**src/rtl/nrle_pkg.sv**
```systemverilog
package nrle_pkg;

  // parser phase of the compressed stream
  typedef enum logic [2:0] {
    PH_IDLE      = 3'd0,
    PH_ESC       = 3'd1,
    PH_ONE       = 3'd2,
    PH_TWO_LO    = 3'd3,
    PH_TWO_HI    = 3'd4,
    PH_THREE_LO  = 3'd5,
    PH_THREE_MID = 3'd6,
    PH_THREE_HI  = 3'd7
  } phase_t;

  localparam logic [3:0]  CODE_ESC        = 4'd0;
  localparam logic [3:0]  CODE_LEN_ONE    = 4'd0;
  localparam logic [3:0]  CODE_LEN_TWO    = 4'd7;
  localparam logic [3:0]  CODE_LEN_THREE  = 4'd8;
  localparam logic [15:0] SHEET_BYTES_RST = 16'h6400;

  // one result transaction
  typedef struct packed {
    logic [7:0]  pixel_byte;
    logic [11:0] repeat_res;
    logic        last;
  } res_t;

  // results produced by one input item, handed to the result queue
  typedef struct packed {
    logic [1:0] cnt;
    res_t       r0;
    res_t       r1;
  } push_t;

endpackage

```
**src/rtl/nrle_decode.sv**
```systemverilog
module nrle_decode (
  input  logic          clk,
  input  logic          rst,
  input  logic          cfg_we,
  input  logic [15:0]   cfg_data,
  input  logic          take,
  input  logic [3:0]    code_nibble,
  output nrle_pkg::push_t push
);
  import nrle_pkg::*;

  phase_t      phase, phase_next;
  logic [7:0]  accum, accum_next;
  logic [3:0]  pend, pend_next;
  logic        half, half_next;
  logic [15:0] bytes_done, bytes_done_next;
  logic [15:0] sheet_bytes;

  logic [15:0] left;
  logic [16:0] left_full;
  logic [16:0] rem;
  logic        byte_last;
  logic        run_go;
  logic [11:0] run_len;
  logic [11:0] len_m;
  logic [10:0] pairs;
  logic        cut;
  logic        clr;
  res_t        rx;

  // bytes still to go in this sheet, zero means 65536
  assign left      = sheet_bytes - bytes_done;
  assign left_full = {(left == 16'd0), left};
  assign byte_last = (left_full == 17'd1);

  always_comb begin
    run_go  = 1'b0;
    run_len = '0;
    unique case (phase)
      PH_ESC: begin
        if (code_nibble != CODE_LEN_ONE && code_nibble != CODE_LEN_TWO &&
            code_nibble != CODE_LEN_THREE) begin
          run_go  = 1'b1;
          run_len = {8'd0, code_nibble};
        end
      end
      PH_ONE: begin
        run_go  = 1'b1;
        run_len = {8'd0, code_nibble};
      end
      PH_TWO_HI: begin
        run_go  = 1'b1;
        run_len = {4'd0, code_nibble, accum[3:0]};
      end
      PH_THREE_HI: begin
        run_go  = 1'b1;
        run_len = {code_nibble, accum};
      end
      default: begin
        run_go  = 1'b0;
        run_len = '0;
      end
    endcase
  end

  assign len_m = run_len - {11'd0, half};
  assign pairs = len_m[11:1];
  assign rem   = left_full - {16'd0, half};
  assign cut   = ({6'd0, pairs} >= rem);

  // next phase
  always_comb begin
    phase_next = phase;
    if (take) begin
      unique case (phase)
        PH_IDLE:      phase_next = (code_nibble == CODE_ESC) ? PH_ESC : PH_IDLE;
        PH_ESC: begin
          if (code_nibble == CODE_LEN_ONE)        phase_next = PH_ONE;
          else if (code_nibble == CODE_LEN_TWO)   phase_next = PH_TWO_LO;
          else if (code_nibble == CODE_LEN_THREE) phase_next = PH_THREE_LO;
          else                                    phase_next = PH_IDLE;
        end
        PH_ONE:       phase_next = PH_IDLE;
        PH_TWO_LO:    phase_next = PH_TWO_HI;
        PH_TWO_HI:    phase_next = PH_IDLE;
        PH_THREE_LO:  phase_next = PH_THREE_MID;
        PH_THREE_MID: phase_next = PH_THREE_HI;
        PH_THREE_HI:  phase_next = PH_IDLE;
        default:      phase_next = PH_IDLE;
      endcase
    end
  end

  // results and datapath state
  always_comb begin
    push            = '0;
    accum_next      = accum;
    pend_next       = pend;
    half_next       = half;
    bytes_done_next = bytes_done;
    clr             = 1'b0;
    rx              = '0;
    if (take) begin
      unique case (phase)
        PH_IDLE: begin
          if (code_nibble != CODE_ESC) begin
            if (half) begin
              push.cnt = 2'd1;
              push.r0  = '{pixel_byte: {pend, code_nibble}, repeat_res: 12'd1,
                           last: byte_last};
              if (byte_last) begin
                clr = 1'b1;
              end else begin
                bytes_done_next = bytes_done + 16'd1;
                half_next       = 1'b0;
                pend_next       = '0;
              end
            end else begin
              pend_next = code_nibble;
              half_next = 1'b1;
            end
          end
        end
        PH_TWO_LO:    accum_next = {4'd0, code_nibble};
        PH_THREE_LO:  accum_next = {4'd0, code_nibble};
        PH_THREE_MID: accum_next = {code_nibble, accum[3:0]};
        default: begin
        end
      endcase

      if (run_go) begin
        accum_next = '0;
        if (run_len != 12'd0) begin
          // byte completed by the first zero pixel of the run
          if (half) begin
            push.cnt = 2'd1;
            push.r0  = '{pixel_byte: {pend, 4'd0}, repeat_res: 12'd1,
                         last: byte_last};
            if (byte_last) begin
              clr = 1'b1;
            end else begin
              bytes_done_next = bytes_done + 16'd1;
              half_next       = 1'b0;
              pend_next       = '0;
            end
          end
          // zero pairs as one repeated byte, cut at the sheet end
          if (!clr && pairs != 11'd0) begin
            if (cut) begin
              rx  = '{pixel_byte: 8'd0, repeat_res: rem[11:0], last: 1'b1};
              clr = 1'b1;
            end else begin
              rx = '{pixel_byte: 8'd0, repeat_res: {1'b0, pairs}, last: 1'b0};
              bytes_done_next = bytes_done_next + {5'd0, pairs};
            end
            if (half) begin
              push.cnt = 2'd2;
              push.r1  = rx;
            end else begin
              push.cnt = 2'd1;
              push.r0  = rx;
            end
          end
          if (!clr && len_m[0]) begin
            half_next = 1'b1;
            pend_next = '0;
          end
        end
      end

      if (clr) begin
        accum_next      = '0;
        pend_next       = '0;
        half_next       = 1'b0;
        bytes_done_next = '0;
      end
    end
  end

  always_ff @(posedge clk) begin
    if (rst) begin
      phase       <= PH_IDLE;
      accum       <= '0;
      pend        <= '0;
      half        <= 1'b0;
      bytes_done  <= '0;
      sheet_bytes <= SHEET_BYTES_RST;
    end else begin
      phase      <= phase_next;
      accum      <= accum_next;
      pend       <= pend_next;
      half       <= half_next;
      bytes_done <= bytes_done_next;
      if (cfg_we) begin
        sheet_bytes <= cfg_data;
      end
    end
  end

endmodule

```
**src/rtl/nrle_fifo.sv**
```systemverilog
module nrle_fifo (
  input  logic            clk,
  input  logic            rst,
  input  nrle_pkg::push_t push,
  output logic            room,
  output logic            out_valid,
  input  logic            out_ready,
  output nrle_pkg::res_t  head
);
  import nrle_pkg::*;

  res_t       mem [4];
  logic [1:0] wr_ptr, rd_ptr;
  logic [2:0] count, count_next;
  logic       pop;

  assign pop       = out_valid && out_ready;
  assign out_valid = (count != 3'd0);
  assign room      = (count <= 3'd2);
  assign head      = mem[rd_ptr];

  assign count_next = count + {1'b0, push.cnt} - {2'd0, pop};

  always_ff @(posedge clk) begin
    if (push.cnt != 2'd0) begin
      mem[wr_ptr] <= push.r0;
    end
    if (push.cnt == 2'd2) begin
      mem[wr_ptr + 2'd1] <= push.r1;
    end
  end

  always_ff @(posedge clk) begin
    if (rst) begin
      wr_ptr <= '0;
      rd_ptr <= '0;
      count  <= '0;
    end else begin
      wr_ptr <= wr_ptr + push.cnt;
      rd_ptr <= rd_ptr + {1'b0, pop};
      count  <= count_next;
    end
  end

endmodule

```
**src/rtl/nibble_rle_pixel_decoder.sv**
```systemverilog
// a code's results are registered in the four-entry result queue before they are offered
// throughput: one code per cycle; a code may yield two results, drained one per cycle
// while out_ready is high; in_ready drops while fewer than two queue slots are free
// reset: synchronous active-high rst clears parser state, byte counter and queue,
// and loads sheet_bytes with 25600
module nibble_rle_pixel_decoder (
  input  logic        clk,
  input  logic        rst,
  input  logic        cfg_we,
  input  logic [15:0] cfg_data,
  input  logic        in_valid,
  output logic        in_ready,
  input  logic [3:0]  code_nibble,
  output logic        out_valid,
  input  logic        out_ready,
  output logic [7:0]  pixel_byte,
  output logic [11:0] repeat_res,
  output logic        last
);
  import nrle_pkg::*;

  push_t push;
  res_t  head;
  logic  room;
  logic  take;

  // a code transaction completes when the queue can absorb two results
  assign in_ready = room;
  assign take     = in_valid && in_ready;

  // parser, pixel packing and sheet counting
  nrle_decode u_decode (
    .clk         (clk),
    .rst         (rst),
    .cfg_we      (cfg_we),
    .cfg_data    (cfg_data),
    .take        (take),
    .code_nibble (code_nibble),
    .push        (push)
  );

  // result queue decouples the output side from the parser
  nrle_fifo u_fifo (
    .clk       (clk),
    .rst       (rst),
    .push      (push),
    .room      (room),
    .out_valid (out_valid),
    .out_ready (out_ready),
    .head      (head)
  );

  // output payload straight from the queue head register
  assign pixel_byte = head.pixel_byte;
  assign repeat_res = head.repeat_res;
  assign last       = head.last;

endmodule

```
**config.mk**
```make
export PLATFORM = sky130hd
export DESIGN_NAME = nibble_rle_pixel_decoder
export DESIGN_NICKNAME = d
export VERILOG_FILES = /design/src/rtl/nrle_pkg.sv /design/src/rtl/nrle_decode.sv /design/src/rtl/nrle_fifo.sv /design/src/rtl/nibble_rle_pixel_decoder.sv
export SDC_FILE = /design/constraint.sdc
export NUM_CORES = 1
export LEC_CHECK = 0
export BUFFER_PORTS_ARGS = -buffer_cell sky130_fd_sc_hd__buf_4
export CORE_MARGIN = 8
export CORE_UTILIZATION = 35
export CTS_BUF_LIST = sky130_fd_sc_hd__clkbuf_16
export DETAILED_ROUTE_END_ITERATION = 10
export HOLD_SLACK_MARGIN = 0.05
export MAX_ROUTING_LAYER = met4
export PLACE_DENSITY = 0.58
export SYNTH_ARGS = -nofsm -noshare
export SYNTH_HDL_FRONTEND = slang
export SYNTH_HIERARCHICAL = 1
export SYNTH_SLANG_ARGS = --single-unit
```
**constraint.sdc**
```tcl
create_clock -name clk -period 7.1 [get_ports clk]
set_clock_uncertainty 0.15 [all_clocks]
set_input_delay 0.355 -clock clk [delete_from_list [all_inputs] [get_ports clk]]
set_output_delay 0.355 -clock clk [all_outputs]
set_load 0.05 [all_outputs]
```
======== Word level (Yosys, flattened, before mapping) ========
Memory sizes are Yosys's and may differ from the RTL's. A register that Yosys moved wholly into a read port is not among the register bits.
Cells that the tools add are included.
operators by class
  $add $sub $neg .......................... 10
  magnitude comparators ................... 2
  equality and inequality tests ........... 14
  multiplexer cells ....................... 79
  reductions and logical operators ........ 22
operator list
  operator                                                          number
  16-bit two-way mux                                                14
  44-bit two-way mux                                                4
  23-bit two-way mux                                                3
  12-bit one-hot mux with 4 select lines                            1
  4-bit two-way mux                                                 11
  1-bit two-way mux                                                 32
  13-bit two-way mux                                                2
  22-bit two-way mux                                                1
  21-bit two-way mux                                                1
  3-bit one-hot mux with 6 select lines                             1
  17-bit by 1-bit == test with 1-bit output, second input constant  1
  11-bit by 17-bit >= comparator with 1-bit output                  1
  17-bit by 1-bit subtractor with 17-bit output                     1
  16-bit by 1-bit adder with 16-bit output, second input constant   1
  16-bit by 11-bit adder with 16-bit output                         1
  16-bit logical NOT                                                1
  8-bit two-way mux                                                 2
  8-bit one-hot mux with 2 select lines                             1
  16-bit subtractor                                                 1
  3-bit == test, second input constant                              4
  12-bit nonzero test                                               1
  12-bit by 1-bit subtractor with 12-bit output                     1
  11-bit nonzero test                                               1
  3-bit two-way mux                                                 3
  other kinds (27)                                                  37
storage, ports and cells
  bits in registers ....................... 55
  bits in writable memories ............... 84
  output and inout port bits .............. 23
  memories ................................ 1
memories
  name        depth  bits a word  read ports  clocked after Yosys merged registers in  write ports  RTL line         source
  u_fifo.mem  4      21           1           1                                        2            nrle_fifo.sv:12  res_t mem [4];

======== Logic depth before layout (Yosys ltp) ========
Gate-level depths: netlist of the first run.
  depth in word-level cells ............... 24
  depth in mapped cells ................... 28
  mapped depth without buffers ............ 25

======== Modules after synthesis ========
The synthesis of the first run kept the hierarchy.
by module, submodules not included
  module                    times used  cells an instance  area an instance (µm²)  sequential area each (µm²)
  nrle_decode               1           817                5886.9                  960.9
  nrle_fifo                 1           249                4685.7                  2662.6
  nibble_rle_pixel_decoder  1           1                  6.3                     0.0

======== Worst setup path after synthesis of the first run ========
OpenSTA, ideal clock, no wires.
  path kind ............................... reg-to-reg
  start ................................... reg u_decode.bytes_done[4]
  end ..................................... mem u_fifo/mem[0][0] in the netlist's numbering, enable pin
  arrival time ............................ 5.556 ns
  setup slack ............................. 0.963 ns
  cell stages (with the launch flop) ...... 16
  path buffers ............................ 3
  clock period less this slack ............ 6.137 ns
  path through ............................ dfxtp_1 -> inv_1 -> ha_1 -> a21o_1 -> buf_6 -> o31a_1 -> o32a_1 -> or4b_4 -> nor4_4 -> a41o_1 -> buf_2 -> buf_2 -> o21ai_0 -> a21oi_1 -> nor2_1 -> o31ai_1
RTL lines
  what                    RTL line            source
  start, declared         nrle_decode.sv:16   logic [15:0] bytes_done, bytes_done_next;
  start signal, assigned  nrle_decode.sv:193  bytes_done <= bytes_done_next;
  end, declared           nrle_fifo.sv:12

======== Worst setup path in the final report of the first run ========
  start ................................... reg u_decode.bytes_done[0]
  end ..................................... reg u_decode.bytes_done[15]
on the way
  longest elaborated chain between the ends .. 22
  elaborated cells between the ends (all ways) .. 40
  those cells by class .................... add/sub: 4; order compare: 1; eq/ne: 1; mux: 31; reduce/logical: 3
RTL lines
  what                                                        RTL line            source
  branches (longest 21 deep; another with 16-bit subtractor)  -
  16-bit two-way mux *                                        nrle_decode.sv:171  if (clr) begin
Mark *: on every way between the ends. The select of a mux whose other input is x is not followed.
A chain may end at the register's enable or synchronous reset.

==> results of run 1 <==
-- cells by family after synthesis --
| family | count (synthesis) | synth area share (%) |
|---|---|---|
| buffers and inverters | 112 | 5.17 |
| other | 1 | 0.0354 |
| and+or+nand+nor | 346 | 16.8 |
| adders and majority gates | 49 | 6.01 |
| muxes | 135 | 17.8 |
| AOI/OAI and AO/OA | 233 | 15.4 |
| xor gates and xnor gates | 52 | 4.58 |
| DFF | 139 | 34.3 |
-- synthesized netlist by cell type, types with 17 or more instances --
cell      number
nor2_1       105
edfxtp_1      84
nand2_1       73
dfxtp_1       55
a21oi_1       54
mux2_2        50
ha_1          46
o21ai_0       45
mux2_4        40
inv_1         39
clkbuf_1      36
xnor2_1       33
nand3_1       27
mux2i_1       23
mux4_2        21
and2_1        20
xor2_1        17
-- power groups by stage --
| stage | clock network [uW] | registers (uW) | logic [uW] |
|---|---|---|---|
| 4_1_cts | 875 | 1000 | 1580 |
| 3_3_place_gp | 0 | 1020 | 1560 |
| 3_5_place_dp | 0 | 1020 | 1560 |
| 6_report | 855 | 1000 | 1580 |
| 2_1_floorplan | 0 | 994 | 1170 |
| 5_1_grt | 911 | 1010 | 1720 |
-- metrics by stage --
| step | hold WS [ns] | cells |
|---|---|---|
| floorplan | 0.284 | 1076 |
| global placement | 0.301 | 1462 |
| detailed placement | 0.303 | 1462 |
| CTS | 0.0841 | 1510 |
| global route | 0.116 | 1510 |
| finish | 0.107 | 1510 |
-- state kept, by name, indices dropped and copies added, names as in the netlist --
register / count
u_fifo/rd_ptr: 2
u_decode/pend: 4
u_decode/phase: 3
u_decode/half: 1
u_fifo/count: 3
u_fifo/mem: 84
u_fifo/wr_ptr: 2
u_decode/sheet_bytes: 16
u_decode/accum: 8
u_decode/bytes_done: 16
-- area by class of cell --
class / count / area (um^2)
clock buffer: 17 / 425
clock inverter: 15 / 128
fill: 2860 / 17800
inverter: 40 / 150
multi-input combinational: 825 / 6470
sequential: 139 / 3620
tap: 390 / 488
timing repair buffer: 84 / 671
-- metal layers --
layer | up-vias | track usage [%]
li1 | 4062 | -
met1 | 3987 | 20.4
met2 | 235 | 24.6
met3 | 24 | 2.69
met4 | 0 | 4.51
met5 | - | -
-- worst max-delay path by stage --
| stage | from | endpoint | slack [ns] | depth (start not counted) |
|---|---|---|---|---|
| 2_1_floorplan | u_decode/bytes_done[4] | u_fifo/mem[0][0] | 0.96 | 15 |
| 3_3_place_gp | u_decode/bytes_done[0] | u_decode/bytes_done[15] | 0.93 | 23 |
| 5_1_grt | u_decode/bytes_done[0] | u_decode/bytes_done[15] | 0.39 | 23 |
| 4_1_cts | u_decode/bytes_done[0] | u_decode/bytes_done[15] | 0.81 | 23 |
| 6_report | u_decode/bytes_done[0] | u_decode/bytes_done[15] | 0.80 | 23 |
| 3_5_place_dp | u_decode/bytes_done[0] | u_decode/bytes_done[15] | 0.84 | 23 |
==> flow_summary.ini, run 1 <==
[power]
p_switching_uw = 1450
max-vdd-ir-drop_mv = 0.171
power_density_mw_per_mm2 = 287
intPower_uw = 1980
fin_total_pwr_uw = 3440
pwr-share-seq_pct = 29.1
cellLeakagePower_uw = 0.00438
clock_power_share_pct = 24.9
sw_frac_of_total_pct = 42.2
combPwrFrac_pct = 46.0

[critical_path]
path_cells = ha_1 > fa_1 > nand2b_1 > a21oi_1 > o31a_1 > o32a_1 > or4b_4 > nor4_4 > a41oi_1 > buf_4 > o21ai_0 > ha_1 > a21o_1 > a21oi_1 > o21bai_1 > a21oi_1 > o21bai_1 > a41oi_1 > a211o_1 > nor4_2 > and4_1 > or3_1 > a32o_1
worstPathRequired_ns = 7.27
ff2ff_path_depth = 23
arrival_ns = 6.47
r2r_setup_slack_ns = 0.80
crit_family = compound AO/OA/AOI/OAI gates
r2r-end = u_decode/bytes_done[15]
criticalPathCategory = reg -> reg
crit_slowest_cell = or4b_4
startpoint_type = register
crit_buf_inv = 1
crit_fanout = 11
endpoint_kind = register
r2r-start = u_decode/bytes_done[0]
cp_common_cell = a21oi_1
cpPeakStageDelay_ns = 0.58

[drt]
top_layer = met4
m1WireLength_um = 12700
vias_per_cell = 5.50
drt_iter0_markers = 679
drc = 0
wl_per_cell_um = 18.1
met3_length_um = 1560
drt-total-wl_um = 27400
wl_met2_um = 12700
drtPass1Iterations = 5
num_vias = 8308
drtAntennaViolNets = 0

[clocking]
post_cts_buffers = 0
clk_pin_slew_ns = 0.07
cts_sinks = 139
cts_resized = 0
cts_root_buf = clkbuf_16
clock_latency_ns = 0.44
max-clock-path-buffers = 2
tritoncts = built
cts-buffers-inserted = 17
hold_buffers = 16
h-tree-depth = 4

[global_routing]
gr-total-overflow = 0
track_usage_pct = 15.6
antenna_found_initial = 0
grt_max_degree = 40
grt_pass1_wl_um = 43500
grt_pass1_vias = 7877

[placement]
port_buffers = 47
place_ws_ns = 0.837
globalplace.congestion = 0.845
place_area_mm2 = 0.0112
dp_hpwl_um = 19700

[floorplanning]
dieWidth_um = 190
coreArea_mm2 = 0.0297
start_util_pct = 35.6
io_pins = 48
dieArea_mm2 = 0.0360
die_y_um = 190
rows = 63

[run_status]
status = completed

[sta]
tightestPinTransition_ns = 1.09
setup-tns-final_ns = 0
hold_viol = 0
setup_viol = 0
rsz0062_at_grt = false
period_share_pct = 88.7
final_max_slew_viol_count = 0
fmax_mhz = 159
setup_ws_ns = 0.800
period_minus_slack_ns = 6.30
slew-limit-headroom_pct = 27.5

[logic_synthesis]
synth_top_flop_cell = edfxtp_1
synth_cells = 1067
yosysTopAreaCellShare_pct = 23.8
synth.area.top_cells = edfxtp_1, dfxtp_1, mux2_4, ha_1, mux2_2
synth_edf_count = 84
synth-seq-area-share_pct = 34.3
synthArstFlopShare_pct = 0
syn_area_mm2 = 0.0106
ys_ff_latch = 139
yosysTopAreaCell = edfxtp_1
yosys_warnings = 6
syn-mean-instance-area_um2 = 9.91
ys_types = 96

[finish]
nets = 1181
areaGrowthSynthToFinish_pct = 13.0
layout-drive-gt1-share_pct = 21.2
layout_common_cells = nor2_1, edfxtp_1, nand2_1
post-route-util_pct = 40.2
diodes = 0
fin_area_mm2 = 0.0120
final_common_cell = nor2_1

[min_path]
hold_start = code_nibble[2]
hold_path_depth = 2
hold_path_class = in -> reg
whs_endpoint = u_decode/pend[2]

[flow_run]
cap_violations = 0
(Power assumes the default switching activity.)
==> inputs of run 2 (changes only) <==
--- a/config.mk
+++ b/config.mk
@@ -5,6 +5,7 @@
 export SDC_FILE = /design/constraint.sdc
 export NUM_CORES = 1
 export LEC_CHECK = 0
+export ABC_AREA = 1
 export BUFFER_PORTS_ARGS = -buffer_cell sky130_fd_sc_hd__buf_4
 export CORE_MARGIN = 8
 export CORE_UTILIZATION = 35
==> run 2 against run 1 <==
Effect of this change: synthesized cell count grew 43%; fmax up 17%; combinational power grew 31%; hold slack worse by 0.033 ns; die area grew 6.0%; wire length grew 13%; cell count is 31% higher; first-iteration DRC count decreased by 2.9%.
==> flow_summary.ini, run 2 <==
[run_status]
status = completed

[power]
clock_power_share_pct = 22.8
max-vdd-ir-drop_mv = 0.218
p_switching_uw = 1940
intPower_uw = 2080
combPwrFrac_pct = 51.5
pwr-share-seq_pct = 25.6
sw_frac_of_total_pct = 48.3
power_density_mw_per_mm2 = 319
fin_total_pwr_uw = 4020
cellLeakagePower_uw = 0.00513

[finish]
regMostFlops = u_fifo/mem
reg_top3 = u_fifo/mem: 84 flops, u_decode/bytes_done: 16 flops, u_decode/sheet_bytes: 16 flops
areaGrowthSynthToFinish_pct = 11.6
diodes = 0
final_cells = 1971
nets = 1630
final_common_cell = nand2_1
largest_register_ffs = 84
layout_common_cells = nand2_1, nor2_1, inv_1
layout-drive-gt1-share_pct = 18.2

[sta]
period_minus_slack_ns = 5.37
tightestPinTransition_ns = 0.753
period_share_pct = 75.7
setup_viol = 0
setup-tns-final_ns = 0
fmax_mhz = 186
rsz0062_at_grt = false
final_max_slew_viol_count = 0
hold_viol = 0
slew-limit-headroom_pct = 49.6

[floorplanning]
dieArea_mm2 = 0.0382
dieWidth_um = 196
start_util_pct = 35.6
coreArea_mm2 = 0.0316
rows = 65
io_pins = 48
die_y_um = 196

[critical_path]
r2r-start = u_decode/phase[2]
worstPathRequired_ns = 7.06
path_cells = nand3_2 > nand2_2 > inv_1 > o22ai_1 > inv_1 > ha_1 > ha_1 > nand4_2 > inv_1 > nor2_1 > nand2_1 > nor2_1 > nand3_1 > nor2_2 > nand2_4 > nand2_1 > nand2_1 > a21oi_1 > nor3b_1 > buf_4 > nor2_8 > nand3_4 > o31ai_4 > buf_4
crit_fanout = 43
cpPeakStageDelay_ns = 0.63
crit_slowest_cell = dfxtp_1
endpoint_kind = register
critPathLaunch = u_decode/phase[2]
startpoint_type = register
arrival_ns = 5.34
criticalPathCategory = reg -> reg

[clocking]
cts-buffers-inserted = 17
max-clock-path-buffers = 2
post_cts_buffers = 0
h-tree-depth = 4
cts_sinks = 139
cts_root_buf = clkbuf_16
cts_resized = 0
clock_latency_ns = 0.43
tritoncts = built
clk_pin_slew_ns = 0.06

[logic_synthesis]
syn-mean-instance-area_um2 = 7.41
yosysTopAreaCellShare_pct = 22.4
synth.area.top_cells = edfxtp_1, nand2_1, dfxtp_1, o21ai_2, nor2_1
synth-seq-area-share_pct = 32.1
synth_cells = 1523
synth_common_cells = nand2_1, nor2_1, inv_1, o21ai_2
yosysTopAreaCell = edfxtp_1
synth_edf_count = 84
synthArstFlopShare_pct = 0
yosysMostFrequentCell = nand2_1
ys_ff_latch = 139
ys_types = 57
synth_top_flop_cell = edfxtp_1
syn_area_mm2 = 0.0113
yosys_warnings = 6

[drt]
drtPass1Iterations = 5
wl_per_cell_um = 15.6
drc = 0
vias_per_cell = 5.11
drt_iter0_markers = 659
drtAntennaViolNets = 0
drt-total-wl_um = 30800
num_vias = 10079

[placement]
dp_hpwl_um = 22500
dp.cells = 1924
port_buffers = 47
globalplace.congestion = 0.947

[global_routing]
grt_max_degree = 46
grt_pass1_wl_um = 50600
antenna_found_initial = 0
gr-total-overflow = 0
track_usage_pct = 16.8
grt_pass1_vias = 9797

[flow_run]
cap_violations = 0

[min_path]
hold_start = cfg_data[0]
hold_path_class = in -> reg
## run 2: cell count changes after synthesis, moves of 25 or more
cell,delta
nor2_1,+63
nand3_1,+35
inv_1,+123
xnor2_1,-25
o21ai_2,+87
mux2_2,-50
o21ai_0,+39
mux2_4,-40
nand2_1,+290
## run 2: worst max-delay path: cells and delay by family, from the launching register on
kind	cells	cell delay (ns)
AND/OR/NAND/NOR	14	2.23
AO/OA/AOI/OAI	3	0.81
buffers and inverters	5	0.75
flip-flops	1	0.63
adder cells (fa/ha/maj)	2	0.45
## run 2: cell type report
type,count,area (um^2)
repair buffers,73,586
well taps,402,503
clock buffers,17,425
inverters,181,683
clock inverters,15,168
fillers,3283,19100
multi-input cells,1144,6600
flip-flops and latches,139,3620
## run 2: logic make-up (layout without fill, tap and decap cells)
kind of cell	after synthesis	count (layout)	synth area share, %
buffers and inverters	249	286	10.2
DFF	139	139	32.1
other	1	10	0.0332
adders and majority gates	49	49	5.64
AOI/OAI and AO/OA	330	330	19.4
and+or+nand+nor	717	717	29.6
xor gates and xnor gates	38	38	3.02
## run 2: worst paths after layout
check	endpoint	slack [ns]	cells after the start
min reg2reg	u_decode/sheet_bytes[10]	0.32	2
max	u_fifo/mem[1][7]	1.73	24
max reg2reg	u_fifo/mem[1][7]	1.73	24
min	u_decode/sheet_bytes[0]	0.07	3
## run 2: power by group through the flow
stage	sequential, uW	clock (uW)	combinational [uW]
5_1_grt	1040	971	2310
3_5_place_dp	1050	0	2060
3_3_place_gp	1040	0	2040
6_report	1030	917	2070
2_1_floorplan	1030	0	1540
4_1_cts	1030	938	2070
## run 2: timing repair
item,in CTS,in global routing
endpoints found under the setup margin,0,0
endpoints found under the hold margin,15,0
hold buffers,15,0
## run 2: through the flow
step / setup slack, ns / hold slack (ns) / util, % / cell area, um^2
global placement: 1.62 / 0.302 / 37.4 / 11800
detailed placement: 1.58 / 0.307 / 37.4 / 11800
CTS: 1.72 / 0.0558 / 39.8 / 12600
global route: 1.25 / 0.0811 / 39.8 / 12600
floorplan: 1.37 / 0.272 / - / 11300
finish: 1.73 / 0.0741 / 39.8 / 12600
## run 2: metal layers
layer	global-route usage [%]	part of all wire, %	up-vias
met5	-	0	-
met4	6.85	3.6	0
met3	2.53	4.3	63
met2	27.7	46	240
met1	20.3	46	4629
li1	-	-	5147
==> inputs of run 3 (changes only) <==
==> constraint.sdc (replaced) <==
create_clock -name clk -period 5.47 [get_ports clk]
set_clock_uncertainty 0.15 [all_clocks]
set_input_delay 0.2735 -clock clk [delete_from_list [all_inputs] [get_ports clk]]
set_output_delay 0.2735 -clock clk [all_outputs]
set_load 0.05 [all_outputs]
==> run 3 against run 2 <==
Effect of this change: utilization increased by 0.83 points; setup slack got worse by 1.3 ns; critical path depth is 9 higher; largest power group unchanged; cell count is 1.6% higher; clock-buffer cell count unchanged; sequential cell count did not move; register-to-register slack worse by 1.2 ns; via count rose by 2.5%; total power is 31% higher; die area stayed put.
==> flow_summary.ini, run 3 (synthesis results as in run 2) <==
[finish]
areaGrowthSynthToFinish_pct = 13.9
multi_input_area_mm2 = 0.00664
layout_common_cells = nand2_1, nor2_1, inv_1
diodes = 0
final_cells = 2002
largest_register_ffs = 84
nets = 1661
final_common_cell = nand2_1
reg_top3 = u_fifo/mem: 84 flops, u_decode/bytes_done: 16 flops, u_decode/sheet_bytes: 16 flops
seq_area_mm2 = 0.00362
layout-drive-gt1-share_pct = 20.0
regMostFlops = u_fifo/mem
fillers = 3191

[floorplanning]
dieWidth_um = 196
dieArea_mm2 = 0.0382
coreArea_mm2 = 0.0316
die_y_um = 196
io_pins = 48
rows = 65
start_util_pct = 35.6

[critical_path]
r2r_setup_slack_ns = 0.52
crit_slowest_cell = dlygate4sd3_1
cpPeakStageDelay_ns = 0.53
r2r-end = u_fifo/mem[2][6]
cp_common_cell = nand2_1
crit_fanout = 10
crit_family = simple AND/OR/NAND/NOR gates
startpoint_type = primary input
arrival_ns = 5.21
crit_buf_inv = 6
ff2ff_path_depth = 32
r2r-start = u_decode/bytes_done[2]
endpoint_kind = register
criticalPathCategory = in -> reg
worstPathRequired_ns = 5.61

[min_path]
whs_endpoint = u_decode/sheet_bytes[3]
hold_path_class = in -> reg
hold_path_depth = 3
hold_start = cfg_we

[sta]
slew-limit-headroom_pct = 46.9
final_max_slew_viol_count = 0
hold_viol = 0
fmax_mhz = 197
setup_viol = 0
period_share_pct = 92.7
setup-tns-final_ns = 0
tightestPinTransition_ns = 0.795
rsz0062_at_grt = true
period_minus_slack_ns = 5.07

[clocking]
cts_root_buf = clkbuf_16
max-clock-path-buffers = 2
cts-buffers-inserted = 17
cts_sinks = 139
tritoncts = built
clk_pin_slew_ns = 0.07
h-tree-depth = 4
clock_latency_ns = 0.43

[placement]
dp.cells = 1944
dp_hpwl_um = 23200
port_buffers = 47
globalplace.congestion = 0.949

[global_routing]
grt_pass1_wl_um = 52200
gr-total-overflow = 0
grt_max_degree = 47
antenna_found_initial = 0
grt_pass1_vias = 10031
track_usage_pct = 17.4

[drt]
drt-total-wl_um = 32300
wl_per_cell_um = 16.1
num_vias = 10331
drtAntennaViolNets = 0
drc = 0
drt_iter0_markers = 693
drtPass1Iterations = 5
vias_per_cell = 5.16

[power]
power_density_mw_per_mm2 = 410
clock_power_share_pct = 22.4
max-vdd-ir-drop_mv = 0.237
fin_total_pwr_uw = 5270
p_switching_uw = 2540
cellLeakagePower_uw = 0.00525
sw_frac_of_total_pct = 48.3
intPower_uw = 2720
combPwrFrac_pct = 52.4
pwr-share-seq_pct = 25.2

[run_status]
status = completed

[flow_run]
cap_violations = 0
run 3: changes by cell type in the layout (fill, tap and decap cells not counted), moves of 3 or more:
cell | previous run | this run
clkinvlp_4 | 1 | 4
dlygate4sd3_1 | 15 | 21
nor2_2 | 10 | 14
buf_4 | 58 | 81
run 3: worst max path at each step:
stage | startpoint | slack [ns] | endpoint | cells after the start
after floorplan | u_decode/phase[1] | -0.20 | u_fifo/mem[0][0] | 24
after global placement | code_nibble[3] | 0.27 | u_fifo/mem[3][3] | 33
after detailed placement | code_nibble[3] | 0.26 | u_fifo/mem[0][5] | 34
after CTS | code_nibble[2] | 0.34 | u_fifo/mem[0][5] | 35
after global routing | u_decode/bytes_done[2] | -0.04 | u_fifo/mem[1][11] | 33
final | code_nibble[2] | 0.40 | u_fifo/mem[2][6] | 33
run 3: worst reg2reg max path, delay by kind of cell (launching register included):
kind | cells | cell delay, ns
simple gates | 22 | 2.55
compound gates | 3 | 0.41
xor+xnor | 1 | 0.15
buf+inv | 4 | 0.39
flops | 1 | 0.39
fa+ha+maj | 2 | 0.75
run 3: timing repair:
item | in CTS | in global routing
buffers inserted | 0 | 3
resized for setup | 0 | 11
hold endpoints to repair | 19 | 0
endpoints found under the setup margin | 0 | 62
hold buffers | 21 | 0
run 3: through the flow:
step           hold slack (ns)  instance area (um^2)  setup WS (ns)  util (%)
2_1_floorplan            0.190                 11300         -0.205         -
3_3_place_gp             0.297                 12000          0.270      37.9
3_5_place_dp             0.302                 12000          0.262      37.9
4_1_cts                 0.0693                 12800          0.340      40.4
5_1_grt                 0.0946                 12800        -0.0366      40.6
6_report                0.0798                 12800          0.402      40.6
run 3: power by group through the flow:
stage / Clock [uW] / Combinational (uW) / Sequential [uW]
floorplan: 0 / 2000 / 1330
CTS: 1220 / 2750 / 1320
global route: 1250 / 3050 / 1340
detailed placement: 0 / 2730 / 1350
finish: 1180 / 2760 / 1330
global placement: 0 / 2710 / 1350
run 3: per-layer routing:
metal | up-vias | global-route usage, % | share of wire (%)
li1 | 5206 | - | -
met1 | 4797 | 21.3 | 45
met2 | 274 | 28.7 | 47
met3 | 54 | 2.65 | 4.7
met4 | 0 | 6.60 | 3.0
met5 | - | - | 0
run 3: final cells by class:
cell class	instances	share of cell area (%)
inverter	181	5.32
timing repair buffer	102	6.37
sequential	139	28.2
tap	402	3.92
clock inverter	15	1.22
clock buffer	17	3.31
multi-input combinational	1146	51.7
